`src/design/lccc_pkg.sv`:
```
// ----------------------------------------------------------------------------
// lccc_pkg
// Types, constants and helper functions shared by the LED color cross-fade
// sequencer and its per-tick step logic.
// ----------------------------------------------------------------------------
package lccc_pkg;

    localparam int PALETTE_SLOTS = 6;

    // Configuration register indexes.
    localparam logic [2:0] REG_MODE   = 3'd0;
    localparam logic [2:0] REG_COUNT  = 3'd1;
    localparam logic [2:0] REG_COLOR0 = 3'd2;
    localparam logic [2:0] REG_COLOR5 = 3'd7;

    // Color channel codes.
    localparam logic [1:0] CH_RED   = 2'd0;
    localparam logic [1:0] CH_GREEN = 2'd1;
    localparam logic [1:0] CH_BLUE  = 2'd2;

    localparam logic [2:0] LAST_PHASE  = 3'd5;
    localparam logic [2:0] LAST_SEGMENT = 3'(PALETTE_SLOTS - 1);
    localparam logic [7:0] CHANNEL_MAX = 8'hFF;
    localparam logic [7:0] RAINBOW_STEP = 8'd3;

    typedef logic [23:0] color_t;  // red in [23:16], green in [15:8], blue in [7:0]

    typedef struct packed {
        logic       primed;
        logic [2:0] phase;
        logic [2:0] segment;
        logic [7:0] red;
        logic [7:0] green;
        logic [7:0] blue;
    } lccc_state_t;

    // Channel that moves in each rainbow phase: G up, R down, B up, G down, R up, B down.
    function automatic logic [1:0] phase_channel(input logic [2:0] p);
        logic [1:0] ch;
        case (p)
            3'd0, 3'd3: ch = CH_GREEN;
            3'd1, 3'd4: ch = CH_RED;
            default:    ch = CH_BLUE;
        endcase
        return ch;
    endfunction

    // Saturating move by three toward full scale or toward zero.
    function automatic logic [7:0] rainbow_move(input logic [7:0] v, input logic rising);
        logic [7:0] r;
        if (rising)
            r = (v >= CHANNEL_MAX - RAINBOW_STEP) ? CHANNEL_MAX : v + RAINBOW_STEP;
        else
            r = (v <= RAINBOW_STEP) ? 8'd0 : v - RAINBOW_STEP;
        return r;
    endfunction

    function automatic logic [7:0] toward(input logic [7:0] cur, input logic [7:0] tgt);
        logic [7:0] r;
        if (cur < tgt)
            r = cur + 8'd1;
        else if (cur > tgt)
            r = cur - 8'd1;
        else
            r = cur;
        return r;
    endfunction

endpackage

```
`src/design/led_color_crossfade_cycle.sv`:
```
// ----------------------------------------------------------------------------
// led_color_crossfade_cycle
// Frame-tick color sequencer for an LED strip: rainbow cycle or palette fade.
// ----------------------------------------------------------------------------
// Each word on the s_axis side is one frame tick; s_tdata[0] restarts the
// sequence from its start color before the tick. Each tick gives at most one
// word on the m_axis side carrying the frame color. A palette tick whose
// current color already equals the target advances the segment and gives
// no word. An accepted tick passes from the input register through the step
// logic into the output register, which drives m_tvalid. One tick is accepted
// per cycle for as long as the output register drains; the state update is a
// single pass of 8-bit step and compare logic. When the receiver stalls, the
// color word holds in the output register and one more tick waits in the
// input register before s_tready drops. The cfg port writes registers 0..7
// (mode, count, six palette colors); the user must do so only while the block
// is idle, as the block does not enforce it. A change of mode makes the next
// tick load the new mode's start color. After reset the block is in rainbow
// mode with palette count 2, all palette colors black, and the first tick
// starts at red.
// ----------------------------------------------------------------------------
module led_color_crossfade_cycle
    import lccc_pkg::*;
(
    input  logic        clk,
    input  logic        rst_n,
    input  logic        s_tvalid,
    output logic        s_tready,
    input  logic [7:0]  s_tdata,    // [0] restart_sequence, [7:1] zero
    output logic        m_tvalid,
    input  logic        m_tready,
    output logic [23:0] m_tdata,    // [7:0] frame_red, [15:8] frame_green, [23:16] frame_blue
    input  logic        cfg_we,
    input  logic [2:0]  cfg_index,
    input  logic [23:0] cfg_data
);

    logic                       in_valid_reg;
    logic                       restart_reg;
    logic                       out_valid_reg;
    logic [23:0]                out_data_reg;
    lccc_state_t                state_reg;
    lccc_state_t                state_next;
    logic                       mode_reg;
    logic [2:0]                 count_reg;
    color_t [PALETTE_SLOTS-1:0] palette_reg;
    logic                       emit;
    color_t                     frame_color;
    logic                       out_free;
    logic                       advance;
    logic                       mode_change;

    lccc_step u_step (
        .state_in      (state_reg),
        .restart       (restart_reg),
        .palette_mode  (mode_reg),
        .palette_count (count_reg),
        .palette       (palette_reg),
        .state_next    (state_next),
        .emit          (emit),
        .frame_color   (frame_color)
    );

    assign out_free    = !out_valid_reg || m_tready;
    assign advance     = in_valid_reg && (!emit || out_free);
    assign s_tready    = !in_valid_reg || advance;
    assign mode_change = cfg_we && (cfg_index == REG_MODE) && (cfg_data[0] != mode_reg);
    assign m_tvalid    = out_valid_reg;
    assign m_tdata     = out_data_reg;

    always_ff @(posedge clk or negedge rst_n)
    begin
        if (!rst_n)
        begin
            in_valid_reg  <= 1'b0;
            out_valid_reg <= 1'b0;
            state_reg     <= '0;
        end
        else
        begin
            if (s_tvalid && s_tready)
                in_valid_reg <= 1'b1;
            else if (advance)
                in_valid_reg <= 1'b0;

            if (advance && emit)
                out_valid_reg <= 1'b1;
            else if (m_tready)
                out_valid_reg <= 1'b0;

            if (mode_change)
                state_reg.primed <= 1'b0;
            else if (advance)
                state_reg <= state_next;
        end
    end

    always_ff @(posedge clk)
    begin
        if (s_tvalid && s_tready)
            restart_reg <= s_tdata[0];
        if (advance && emit)
            out_data_reg <= {frame_color[7:0], frame_color[15:8], frame_color[23:16]};
    end

    always_ff @(posedge clk or negedge rst_n)
    begin
        if (!rst_n)
        begin
            mode_reg    <= 1'b0;
            count_reg   <= 3'd2;
            palette_reg <= '0;
        end
        else if (cfg_we)
        begin
            case (cfg_index) inside
                REG_MODE:                 mode_reg  <= cfg_data[0];
                REG_COUNT:                count_reg <= cfg_data[2:0];
                [REG_COLOR0:REG_COLOR5]:  palette_reg[cfg_index - REG_COLOR0] <= cfg_data;
                default:                  ;
            endcase
        end
    end

    a_phase_range: assert property (@(posedge clk) disable iff (!rst_n)
        state_reg.phase <= LAST_PHASE)
        else $error("rainbow phase out of range");

    a_segment_range: assert property (@(posedge clk) disable iff (!rst_n)
        state_reg.segment <= LAST_SEGMENT)
        else $error("palette segment out of range");

    a_emit_shows: assert property (@(posedge clk) disable iff (!rst_n)
        (advance && emit) |=> m_tvalid)
        else $error("emitted color did not reach the output register");

    a_primed_after_tick: assert property (@(posedge clk) disable iff (!rst_n)
        (advance && !cfg_we) |=> state_reg.primed)
        else $error("state not primed after a processed tick");

endmodule

```
`src/design/lccc_step.sv`:
```
// ----------------------------------------------------------------------------
// lccc_step
// Next-state and frame color logic for one tick, in rainbow or palette mode.
// ----------------------------------------------------------------------------
module lccc_step
    import lccc_pkg::*;
(
    input  lccc_state_t                     state_in,
    input  logic                            restart,
    input  logic                            palette_mode,
    input  logic [2:0]                      palette_count,
    input  color_t [PALETTE_SLOTS-1:0]      palette,
    output lccc_state_t                     state_next,
    output logic                            emit,
    output color_t                          frame_color
);

    lccc_state_t cur;
    logic [2:0]  p;
    logic [2:0]  used;
    logic [3:0]  seg_inc;
    logic [2:0]  tgt_idx;
    color_t      tgt;
    logic [1:0]  ch;
    logic        rising;
    logic [7:0]  ch_val;
    logic [7:0]  moved;
    logic [7:0]  goal;

    always_comb
    begin
        cur = state_in;
        if (!state_in.primed || restart)
        begin
            cur.primed = 1'b1;
            if (palette_mode)
            begin
                cur.red     = palette[0][23:16];
                cur.green   = palette[0][15:8];
                cur.blue    = palette[0][7:0];
                cur.segment = 3'd0;
            end
            else
            begin
                cur.red   = CHANNEL_MAX;
                cur.green = 8'd0;
                cur.blue  = 8'd0;
                cur.phase = 3'd0;
            end
        end
    end

    // Rainbow path.
    always_comb
    begin
        p      = (cur.phase > LAST_PHASE) ? 3'd0 : cur.phase;
        ch     = phase_channel(p);
        rising = ~p[0];
        case (ch)
            CH_RED:   ch_val = cur.red;
            CH_GREEN: ch_val = cur.green;
            default:  ch_val = cur.blue;
        endcase
        moved = rainbow_move(ch_val, rising);
        goal  = rising ? CHANNEL_MAX : 8'd0;
    end

    // Palette path: a count of zero acts as one and seven acts as six.
    always_comb
    begin
        if (palette_count == 3'd0)
            used = 3'd1;
        else if (palette_count > 3'(PALETTE_SLOTS))
            used = 3'(PALETTE_SLOTS);
        else
            used = palette_count;
        seg_inc = {1'b0, cur.segment} + 4'd1;
        tgt_idx = (seg_inc >= {1'b0, used}) ? 3'd0 : seg_inc[2:0];
        tgt     = palette[tgt_idx];
    end

    always_comb
    begin
        state_next  = cur;
        frame_color = {cur.red, cur.green, cur.blue};
        emit        = 1'b1;
        if (!palette_mode)
        begin
            case (ch)
                CH_RED:   state_next.red   = moved;
                CH_GREEN: state_next.green = moved;
                default:  state_next.blue  = moved;
            endcase
            if (moved == goal)
                state_next.phase = (p == LAST_PHASE) ? 3'd0 : p + 3'd1;
            else
                state_next.phase = p;
        end
        else if ({cur.red, cur.green, cur.blue} == tgt)
        begin
            // Segment turns over; this tick gives no word.
            state_next.segment = tgt_idx;
            emit               = 1'b0;
        end
        else
        begin
            state_next.red   = toward(cur.red,   tgt[23:16]);
            state_next.green = toward(cur.green, tgt[15:8]);
            state_next.blue  = toward(cur.blue,  tgt[7:0]);
        end
    end

endmodule
```
`config.mk`:
```
export PLATFORM = sky130hd
export DESIGN_NAME = led_color_crossfade_cycle
export DESIGN_NICKNAME = d
export VERILOG_FILES = /design/src/design/lccc_pkg.sv /design/src/design/led_color_crossfade_cycle.sv /design/src/design/lccc_step.sv
export SDC_FILE = /design/constraint.sdc
export NUM_CORES = 1
export LEC_CHECK = 0
export BUFFER_PORTS_ARGS = -buffer_cell sky130_fd_sc_hd__buf_2
export CAP_MARGIN = 15
export CORE_MARGIN = 2
export CORE_UTILIZATION = 30
export DETAILED_ROUTE_END_ITERATION = 16
export SYNTH_ARGS = -nofsm -noshare
export SYNTH_HDL_FRONTEND = slang
export SYNTH_SLANG_ARGS = --single-unit
export TNS_END_PERCENT = 5
```
`constraint.sdc`:
```
create_clock -name clk -period 14.5 [get_ports clk]
set_clock_uncertainty 0.05 [all_clocks]
set_input_delay 1.45 -clock clk [delete_from_list [all_inputs] [get_ports clk]]
set_output_delay 1.45 -clock clk [all_outputs]
set_load 0.05 [all_outputs]
```
Yosys cells after proc, flatten, opt, wreduce, memory -nomap -nowiden --
Cells that the tools add are included.
Storage, ports and cells: bits in registers 206, bits of input ports 40, logic and storage cells 131
Cells by class: magnitude comparators 16, equality and inequality tests 9, add/sub/neg operators 11, reduce and logical (&&, ||, !) cells 31, multiplexer cells 43, bitwise gates (word level) 3
Operators with widths (number):
- $bwmux W144 | 1
- $mux W24 | 5
- $mux W8 | 13
- $bmux W24 S3 | 1
- $demux W24 S3 | 1
- $mux W31 | 2
- $mux W3 | 11
- $add A8 B1 Y8 const B | 3
- $eq A24 B24 Y1 | 1
- $gt A8 B8 Y1 | 3
- $lt A8 B8 Y1 | 3
- $sub A8 B1 Y8 const B | 3
- $pmux W8 S2 | 1
- $logic_not A3 Y1 | 3
- $add A8 B2 Y8 const B | 1
- $eq A8 B8 Y1 | 1
- $ge A8 B8 Y1 const B | 1
- $le A8 B2 Y1 const B | 1
- $lt A3 B4 Y1 const B | 2
- $reduce_bool A2 Y1 | 4
- $sub A8 B2 Y8 const B | 1
- $logic_and A1 B1 Y1 | 7
- $mux W1 | 7
- $eq A3 B1 Y1 const B | 2
- 21 further kinds | 35

Logic depth before layout (Yosys ltp) --
Gate-level depths: netlist of the first run.
depth after elaboration 18, mapped depth 31

By module --
Synthesis of the first run repeated with hierarchy kept, for this count alone.
Unflattened totals: cells, all modules 1239, area total of the unflattened synthesis 12299.3 µm²
By module, submodules not included:
- led_color_crossfade_cycle | area an instance 7622.3 µm², seq. area each 5281.3 µm², cells an instance 428, times used 1
- lccc_step | area an instance 4677.0 µm², seq. area each 0.0 µm², cells an instance 811, times used 1

Worst setup path after synthesis of the first run --
Ideal clock, no wire load.
path type reg-to-output, start reg restart_reg, end out s_tready, stages on the path, launching flop included 27, required time 13.000 ns, arrival 5.928 ns, path slack 7.072 ns, cells stage by stage edfxtp_1 -> nand2b_1 -> buf_6 -> buf_8 -> buf_8 -> nand2_1 -> nand2_1 -> inv_2 -> clkbuf_1 -> clkbuf_1 -> ha_1 -> xnor2_1 -> ha_1 -> nor2b_1 -> a311oi_1 -> and2_1 -> clkbuf_1 -> clkbuf_1 -> nand3_1 -> a31oi_1 -> ha_1 -> nand4_1 -> nor2_1 -> and3_1 -> clkbuf_1 -> nand2_1 -> nand3_1
On the way: longest elaborated chain between the ends 14
Ends and longest elaborated chain:
- from (decl) | line led_color_crossfade_cycle.sv:38 | logic restart_reg;
- from (signal assigned) | line led_color_crossfade_cycle.sv:100 | restart_reg <= s_tdata[0];
- $logic_or A1 B1 Y1 * | line lccc_step.sv:33 | if (!state_in.primed || restart)
- $mux W31 * | line lccc_step.sv:33
- $add A3 B1 Y4 | line lccc_step.sv:77 | seg_inc = {1'b0, cur.segment} + 4'd1;
- $ge A4 B3 Y1 | line lccc_step.sv:78 | tgt_idx = (seg_inc >= {1'b0, used}) ? 3'd0 : seg_inc[2:0];
- $mux W3 | line lccc_step.sv:78
- $bmux W24 S3 | line lccc_step.sv:79 | tgt = palette[tgt_idx];
- $mux W24 (not written as such) | line lccc_step.sv:79
- $eq A24 B24 Y1 * | line lccc_step.sv:99 | else if ({cur.red, cur.green, cur.blue} == tgt)
- $mux W1 * | line lccc_step.sv:99
- $mux W1 * | line lccc_step.sv:87 | if (!palette_mode)
- $logic_not A1 Y1 * | line led_color_crossfade_cycle.sv:64 | assign advance = in_valid_reg && (!emit || out_free);
- $logic_or A1 B1 Y1 * | line led_color_crossfade_cycle.sv:64
- $logic_and A1 B1 Y1 * | line led_color_crossfade_cycle.sv:64
- $logic_or A1 B1 Y1 * | line led_color_crossfade_cycle.sv:65 | assign s_tready = !in_valid_reg || advance;
- to (decl) | line led_color_crossfade_cycle.sv:27 | output logic s_tready,
Mark *: on every way between the ends. The rest lies on a longest branch, timed or not. The select of a mux whose other input is x is not followed.

Final worst setup path of the first run --
Same ends and word-level chain as after synthesis.

==> results list, run 1 <==
- Clock tree synthesis selected as its root buffer the cell sky130_fd_sc_hd__clkbuf_16.
- Worst min-delay path category: reg -> reg
- I/O Buffers: 58
- Top achievable clock speed: 110.2 MHz
* Fill cell instance count of the final layout: 4102
- Aggregate global routing overflow: 0
- Total number of clock tree sinks: 206
- Internal power comes to 1.590 mW.
- Die area: 42140 um2
- In this run switching power makes up 39.82% of total power.
- met2 is the most crowded layer.
- Summing every instance area after synthesis gives 12150 um2.
* Endpoint type of the worst setup path: output port
- CTS built an H-tree with a depth of 1.
- The share of total power dissipated in combinational logic is 44.6%.
* CTS tree: yes
- After synthesis, the most frequently instantiated cells are sky130_fd_sc_hd__nand2_1 (197), sky130_fd_sc_hd__dfrtp_1 (180), sky130_fd_sc_hd__mux2_2 (157), sky130_fd_sc_hd__a21oi_1 (65), sky130_fd_sc_hd__clkbuf_1 (59).
- Drc violations: 0
- Starting density of the core: 30.52%
- Source-to-sink clock delay at the later pin of the worst-skew pair: 0.54 ns
- Setup repair after global routing left no endpoint under its margin.
* Resized cells post-CTS: 0
* GRT Overall Usage: 16.30%
* Final net count: 1329
- Net switching power figure: 1.052 mW
* # rows: 73
* Antenna Violating Nets Remaining: 0
- Averaged over all synthesized cells, the footprint is 9.970 um2.
* Fraction of post-synthesis cell area in the top cell type by area: 37.06%
- Footprint of the multi-input gates: 6445 um2
* Clock edge transition at the registers on the reported setup and hold paths: 0.06 ns
* Final TNS setup: 0 ns
- Critical Path Start Type: register
- Run status: complete, no violations
- Number of flip-flops under the largest register name: 144
- Synth-to-layout area growth: 13.47%
- The die is 205.3 um wide.
* Total power consumption of the routed design: 2.642 mW
- Post-CTS Setup Inserts: 0
* Worst slack on hold paths: 0.4370 ns
- Total inserted antenna cells: 0
- Sequential cells account for 31.1% of the total power.
* Largest cells by area after synthesis: sky130_fd_sc_hd__dfrtp_1 (37%), sky130_fd_sc_hd__mux2_2 (15%), sky130_fd_sc_hd__edfxtp_1 (6.2%), sky130_fd_sc_hd__nand2_1 (6.1%), sky130_fd_sc_hd__ha_1 (3.8%)
- Synthesis inferred 206 register bits.
- Number of nets produced by synthesis: 1296
- Met2 track demand over resource in global routing: 25.86%
* WP data arrival: 7.57 ns
* Minimum clock period after layout: 9.074 ns
- Final wirelength: 33.86 mm
* Power density over cell area: 191.6 nW/um2
- Routing usage on met1: 23.41%
- For this design, the CTS-stage hold fixing added 0 buffers.
- First-pass GRT wire length: 54.28 mm
* Height of the die: 205.3 um
* Largest buffer count on any clock path: 3
- Critical Path Fanout Max: 28
- The congestion estimate from routability-driven global placement came to 0.8847.
* Synth async-reset ratio: 87.86%
- Clock buffer count from CTS: 25
* Yosys warning count: 0
- Max-cap violation count: 0
- Number of antenna violations at the first check in global routing: 0
* IR drop worst, VDD: 0.1172 mV
- Proportion of power drawn by the clock network: 24.2%
* Mean routed wirelength per cell: 18.91 um
- Number of detailed-routing iterations run before antenna repair: 5
- Count of flip-flops with a built-in enable after synthesis: 25
- Of the cells placed in the final design, the portion with a size suffix greater than 1 is 24.17%.
- Summed over all cells, the static leakage comes to 5.847 nW.
- Setup Crit Path Kind: reg -> out
- The wire-length estimate of the detail-placed layout is 22.66 mm.
- Post-synthesis cell type with the largest combined area: sky130_fd_sc_hd__dfrtp_1
- Leading cell type by number of instances after synthesis: sky130_fd_sc_hd__nand2_1
- Period Utilization, post-route: 62.58%
* Final setup vio count: 0
- For the pin with the worst max-slew slack, the measured transition is 1.072 ns.
- Predominant post-synthesis flop cell: sky130_fd_sc_hd__dfrtp_1
- Counting every instance in the synthesized netlist gives 1219.
* Sequential Area: 5283 um2
- Met3 demand-to-capacity share in global routing: 2.471%
- Number of unique standard cell types used by synthesis: 80
- Total vias in the final route: 9483
- Sequential elements use 43.46% of the synthesized area.
- Area of the core region: 39820 um2
* Number of max-slew violations in the final report: 0
* Maximum number of pins on one net before global-route repair: 102
- Data on the critical path is required at its endpoint by 13.00 ns.
- For this design the top-level I/O count stands at 66.
- After the first detailed-routing iteration, the DRC count stood at 649.
* Vias per std cell: 5.295
- The number of global-route vias before repair is 9418.
- Final Hold Violating Endpoints: 0
- The worst pin sits at a relative slew slack of 28.22%.
==> power groups by stage <==
| stage | Combinational [mW] | Clock, mW | Sequential, mW |
|---|---|---|---|
| after detailed placement | 1.17 | 0 | 0.829 |
| after global placement | 1.16 | 0 | 0.823 |
| after global routing | 1.31 | 0.677 | 0.839 |
| after CTS | 1.18 | 0.657 | 0.820 |
| after floorplan | 0.872 | 0 | 0.843 |
| final | 1.18 | 0.640 | 0.823 |
==> metrics by stage <==
step / cells / instance area [um2] / setup WS, ns / util, %
after floorplan: 1219 / 12150 / 7.072 / -
after global placement: 1750 / 12950 / 6.037 / 32.52
after detailed placement: 1750 / 12950 / 6.000 / 32.52
after CTS: 1791 / 13790 / 5.386 / 34.63
after global routing: 1791 / 13790 / 4.910 / 34.63
final: 1791 / 13790 / 5.426 / 34.63
==> critical path: stages, from the launching register on <==
cell,delay [ns]
sky130_fd_sc_hd__edfxtp_1,0.65
sky130_fd_sc_hd__nand2b_1,0.20
sky130_fd_sc_hd__nand2_1,0.13
sky130_fd_sc_hd__nand2_1,0.13
sky130_fd_sc_hd__inv_2,0.25
sky130_fd_sc_hd__ha_1,0.30
sky130_fd_sc_hd__xnor2_1,0.68
sky130_fd_sc_hd__ha_1,0.35
sky130_fd_sc_hd__nor2b_1,0.16
sky130_fd_sc_hd__a311oi_2,0.40
sky130_fd_sc_hd__nand2_1,0.57
sky130_fd_sc_hd__buf_4,0.46
sky130_fd_sc_hd__o22a_1,0.22
sky130_fd_sc_hd__o221ai_1,0.17
sky130_fd_sc_hd__o21ai_0,0.24
sky130_fd_sc_hd__ha_1,0.37
sky130_fd_sc_hd__nand4_1,0.09
sky130_fd_sc_hd__nor2_1,0.35
sky130_fd_sc_hd__and3_1,0.60
sky130_fd_sc_hd__nand2_1,0.23
sky130_fd_sc_hd__nand3_1,0.20
sky130_fd_sc_hd__buf_2,0.28
==> kinds of logic after synthesis <==
| kind of cell | Yosys count | share of synthesized area [%] |
|---|---|---|
| AND/OR/NAND/NOR | 426 | 16.73 |
| AO/OA/AOI/OAI | 242 | 13.43 |
| flip-flops | 206 | 43.46 |
| multiplexers | 183 | 17.26 |
| buffers and inverters | 104 | 3.799 |
| adder cells (fa/ha/maj) | 38 | 3.892 |
| XOR/XNOR | 20 | 1.441 |
==> final cells by class <==
type	count	area share, %
multi-input combinational	909	46.74
inverter	32	0.8711
clock buffer	37	5.462
clock inverter	4	0.6170
sequential	206	38.31
timing repair buffer	78	3.239
tap	525	4.764
==> routing by layer <==
| layer | up-vias | part of all wire (%) |
|---|---|---|
| li1 | 4465 | - |
| met1 | 4729 | 48 |
| met2 | 243 | 45 |
| met3 | 46 | 5.0 |
| met4 | 0 | 1.9 |
| met5 | - | 0 |
==> cell usage in the layout (no fill, tap or decap), types with 28 or more instances in the layout <==
cell / netlist / final
sky130_fd_sc_hd__o21ai_0: 45 / 45
sky130_fd_sc_hd__nand3_1: 58 / 58
sky130_fd_sc_hd__dfrtp_1: 180 / 179
sky130_fd_sc_hd__nand2_1: 197 / 197
sky130_fd_sc_hd__ha_1: 37 / 37
sky130_fd_sc_hd__mux2_2: 157 / 157
sky130_fd_sc_hd__a21oi_1: 65 / 65
sky130_fd_sc_hd__nor2_1: 55 / 54
sky130_fd_sc_hd__buf_2: 2 / 57
sky130_fd_sc_hd__inv_1: 28 / 28
==> worst paths after layout <==
kind | start | to | slack [ns] | depth (start not counted)
max | restart_reg | s_tready | 5.43 | 21
min | state_reg[2] | state_reg[2] | 0.44 | 2
max reg2reg | restart_reg | state_reg[29] | 6.65 | 25
min reg2reg | state_reg[2] | state_reg[2] | 0.44 | 2
max in group asynchronous | rst_n | palette_reg[119] | 11.78 | 2
min in group asynchronous | rst_n | palette_reg[52] | 0.96 | 1
No activity file was read; power rests on OpenSTA's default activity.
==> run 2: changes to the inputs <==
--- a/config.mk
+++ b/config.mk
@@ -5,6 +5,7 @@
 export SDC_FILE = /design/constraint.sdc
 export NUM_CORES = 1
 export LEC_CHECK = 0
+export ABC_AREA = 1
 export BUFFER_PORTS_ARGS = -buffer_cell sky130_fd_sc_hd__buf_2
 export CAP_MARGIN = 15
 export CORE_MARGIN = 2
==> constraint.sdc (replaced) <==
create_clock -name clk -period 9.2 [get_ports clk]
set_clock_uncertainty 0.05 [all_clocks]
set_input_delay 0.92 -clock clk [delete_from_list [all_inputs] [get_ports clk]]
set_output_delay 0.92 -clock clk [all_outputs]
set_load 0.05 [all_outputs]
==> results list, run 2 <==
- Run status: complete, no violations
- The number of cells on the critical path was 30 (+43%).
- The number of vias after detailed routing was 10700 (+13%).
* Setup WS pre-CTS: 1.878 ns (-4.122 ns)
* Final TNS setup: 0 ns (unchanged)
- The area of the core is 39730 um2 (-0.23%).
- Reg2reg path depth: 34 (+36%)
- Setup repair after global routing left no endpoint under its margin.
* Fraction of post-synthesis cell area in the top cell type by area: 37.26% (+0.20 points)
- Resized cells post-CTS: 0 (unchanged)
- GRT Overall Usage: 17.17% (+0.87 points)
- The arrival time of the worst setup path was 6.95 ns (-0.62 ns).
* Average size of a mapped cell: 7.948 um2 (-20%)
* Clock buffer count from CTS: 25 (unchanged)
- Final wirelength: 35.57 mm (+5.0%)
- Most common cell after layout, fill and taps aside: sky130_fd_sc_hd__nand2_1
- The most used flip-flop cell after synthesis is sky130_fd_sc_hd__dfrtp_1.
* Power density over cell area: 256.1 nW/um2 (+34%)
* Chip Width: 204.7 um (-0.26%)
* IR drop worst, VDD: 0.1029 mV (-12%)
* Count of mapped cells out of synthesis: 1521 (+25%)
- The detailed-routing iteration count for the pre-antenna-repair pass was 5 (unchanged).
- Top library cells by usage in the layout, fill and taps aside: sky130_fd_sc_hd__nand2_1 (319), sky130_fd_sc_hd__o21ai_0 (255), sky130_fd_sc_hd__dfrtp_1 (180)
- Max-cap violation count: 0 (unchanged)
* Worst slack on hold paths: 0.3117 ns (-0.1252 ns)
* Number of storage elements in the synthesis netlist: 206 (unchanged)
* Sequential fraction of the synthesis area: 43.69% (+0.23 points)
* Setup Crit Path Kind: reg -> out
- The kind of cell with the highest combined delay along the critical path is simple AND/OR/NAND/NOR gates.
- Number of nets produced by synthesis: 1598 (+23%)
* Antenna Violating Nets Remaining: 0 (unchanged)
- Ranked by total cell area, the synthesized netlist is headed by sky130_fd_sc_hd__dfrtp_1 (37%), sky130_fd_sc_hd__o21ai_0 (11%), sky130_fd_sc_hd__nand2_1 (9.9%), sky130_fd_sc_hd__edfxtp_1 (6.2%), sky130_fd_sc_hd__inv_1 (5.2%).
- The hold buffer count at cts was 0 (unchanged).
- Worst min-delay path category: in -> async
* Final Hold Violating Endpoints: 0 (unchanged)
- The share of synthesized registers carrying an async set or reset came to 87.86% (unchanged).
* I/O Pins: 66 (unchanged)
- The total DRC errors in the routed layout is 0 (unchanged).
- Critical Path Max Stage Delay: 0.51 ns (-0.17 ns)
- Mean routed wirelength per cell: 16.98 um (-10%)
* CTS tree: yes
* Part of the power in registers: 34.8% (+3.7 points)
* Period Utilization, post-route: 86.10%
- The number of buffers and inverters on the critical path is 9 (+6).
* Detailed router's first-iteration violation count: 912 (+41%)
* Leading cell type by number of instances after synthesis: sky130_fd_sc_hd__nand2_1
- Setup slack of the critical path after layout: 1.279 ns (-4.148 ns)
- The worst setup path is launched from a register.
- Minimum clock period after layout: 7.921 ns
- The worst slew margin relative to its limit came to 36.91% (+8.7 points).
* Die area: 41920 um2 (-0.52%)
- The layout cell share with drive strength beyond 1 was 13.97% (-10 points).
- Number of unique standard cell types used by synthesis: 55 (-31%)
- Layer with the highest usage: met2
- Number of flip-flops under the largest register name: 144 (unchanged)
- # rows: 73 (unchanged)
- The effective utilization at floorplan is 30.43% (-0.090 points).
- The combined area of all synthesized cells was 12090 um2 (-0.53%).
* Critical Path Most Common Cell: sky130_fd_sc_hd__nand2_1
* Met3 demand-to-capacity share in global routing: 2.084% (-0.39 points)
- STA classifies the critical path endpoint as an output port.
* First-pass GRT wire length: 56.81 mm (+4.7%)
- The via count normalized by instance count came to 5.108 (-3.5%).
- I/O Buffers: 58 (unchanged)
* Data required time at the worst endpoint: 8.23 ns (-4.77 ns)
- The clock latency reported for the late side of the worst-skew pair came to 0.55 ns (about the same).
- Transition time of the tightest slew-check pin: 0.9464 ns (-0.1253 ns)
- Met2 track demand over resource in global routing: 27.74% (+1.9 points)
- Vias in the first global route: 10130 (+7.6%)
- The placer congestion estimate was 0.8753 (-1.1%).
- Yosys warning count: 0 (unchanged)
- The number of failing setup endpoints in the final timing report was 0 (unchanged).
* Proportion of power drawn by the clock network: 28.5% (+4.3 points)
* Internal portion of total power: 2.146 mW (+35%)
- Final net count: 1626 (+22%)
- Post-synthesis cell type with the largest combined area: sky130_fd_sc_hd__dfrtp_1
* Total number of clock tree sinks: 206 (unchanged)
* Clock edge transition at the registers on the reported setup and hold paths: 0.06 ns (about the same)
- Counting instances in the post-synthesis netlist gives the leading cell types as sky130_fd_sc_hd__nand2_1 (319), sky130_fd_sc_hd__o21ai_0 (255), sky130_fd_sc_hd__dfrtp_1 (180), sky130_fd_sc_hd__inv_1 (166), sky130_fd_sc_hd__nor2_1 (88).
- The net switching power of the design was 1.377 mW (+31%).
- Largest buffer count on any clock path: 3 (unchanged)
- The combinational share of power came to 36.7% (-7.9 points).
- Leakage: 6.387 nW (+9.2%)
- The largest fanout of any net on the critical path was 26 (-7.1%).
* Aggregate global routing overflow: 0 (unchanged)
- The maximum number of pins on one net before global-route repair came to 79 (-23%).
- Fill cell instance count of the final layout: 4159 (+1.4%)
- The core occupancy in the finished layout is 34.62% (about the same).
- Top achievable clock speed: 126.2 MHz
* CTS root buffer: sky130_fd_sc_hd__clkbuf_16
- The met1 track demand over resource in global routing came to 24.47% (+1.1 points).
- The number of max-slew violations in the final report is 0 (unchanged).
* Switching fraction of total power: 39.08% (-0.74 points)
* DP HPWL: 24.18 mm (+6.7%)
* H-tree Lvls: 1 (unchanged)
- Synth-to-layout area growth: 13.77%
- Slowest stage cell, crit path: sky130_fd_sc_hd__nand2_4
- The count of flip-flops with a built-in enable after synthesis is 25 (unchanged).
* Number of antenna violations at the first check in global routing: 1 (+1)
- Height of the die: 204.7 um (-0.26%)
- Post-CTS Setup Inserts: 0 (unchanged)
-- run 2: cell types whose count changed after synthesis, moves of 22 or more --
cell,previous run,this run
sky130_fd_sc_hd__inv_1,28,166
sky130_fd_sc_hd__mux2_2,157,0
sky130_fd_sc_hd__a22oi_1,1,23
sky130_fd_sc_hd__nor2_1,55,88
sky130_fd_sc_hd__nand2_1,197,319
sky130_fd_sc_hd__a31oi_1,25,0
sky130_fd_sc_hd__o21ai_0,45,255
-- run 2: routing by layer --
layer  vias up  wire [um]
met5         -          0
met3        43       1719
met2       283      16300
met4         0        643
li1       5191          -
met1      5179      16900
-- run 2: cell families (layout without fill, tap and decap cells) --
kind of cell	after synthesis	in the layout	share of synthesized area (%)
XOR/XNOR	3	3	0.2174
multiplexers	1	1	0.08280
adder cells (fa/ha/maj)	37	37	3.829
flip-flops	206	206	43.69
AO/OA/AOI/OAI	447	447	21.97
buffers and inverters	256	303	8.363
AND/OR/NAND/NOR	571	571	21.85
other	0	1	0
-- run 2: worst paths after layout --
check,slack [ns],from,end
setup / recovery,1.28,restart_reg,s_tready
max in group asynchronous,6.86,rst_n,palette_reg[26]
hold reg to reg,0.43,palette_reg[112],palette_reg[112]
hold / removal,0.31,rst_n,palette_reg[111]
min in group clk,0.43,palette_reg[112],palette_reg[112]
setup reg to reg,1.96,restart_reg,state_reg[23]
-- run 2: layout make-up --
type,count,area (um2),area share (%)
multi-input combinational,1059,5812,42.26
sequential,206,5281,38.40
clock buffer,36,759.5,5.522
inverter,178,673.1,4.894
tap,525,656.9,4.776
timing repair buffer,79,481.7,3.503
clock inverter,10,86.33,0.6277
antenna,1,2.502,0.01820
-- run 2: per-stage QoR --
step,power (mW),area (um2),cells
finish,3.523,13750,2094
global route,3.769,13750,2093
CTS,3.545,13750,2093
detailed placement,2.526,12900,2047
global placement,2.497,12900,2047
floorplan,2.173,12090,1521
-- run 2: power groups by stage --
stage                     logic (mW)  registers [mW]  clock network [mW]
after floorplan                0.881            1.29                   0
after global placement          1.26            1.24                   0
after detailed placement        1.29            1.24                   0
after CTS                       1.29            1.22                1.03
after global routing            1.46            1.25                1.06
final                           1.29            1.23                1.00
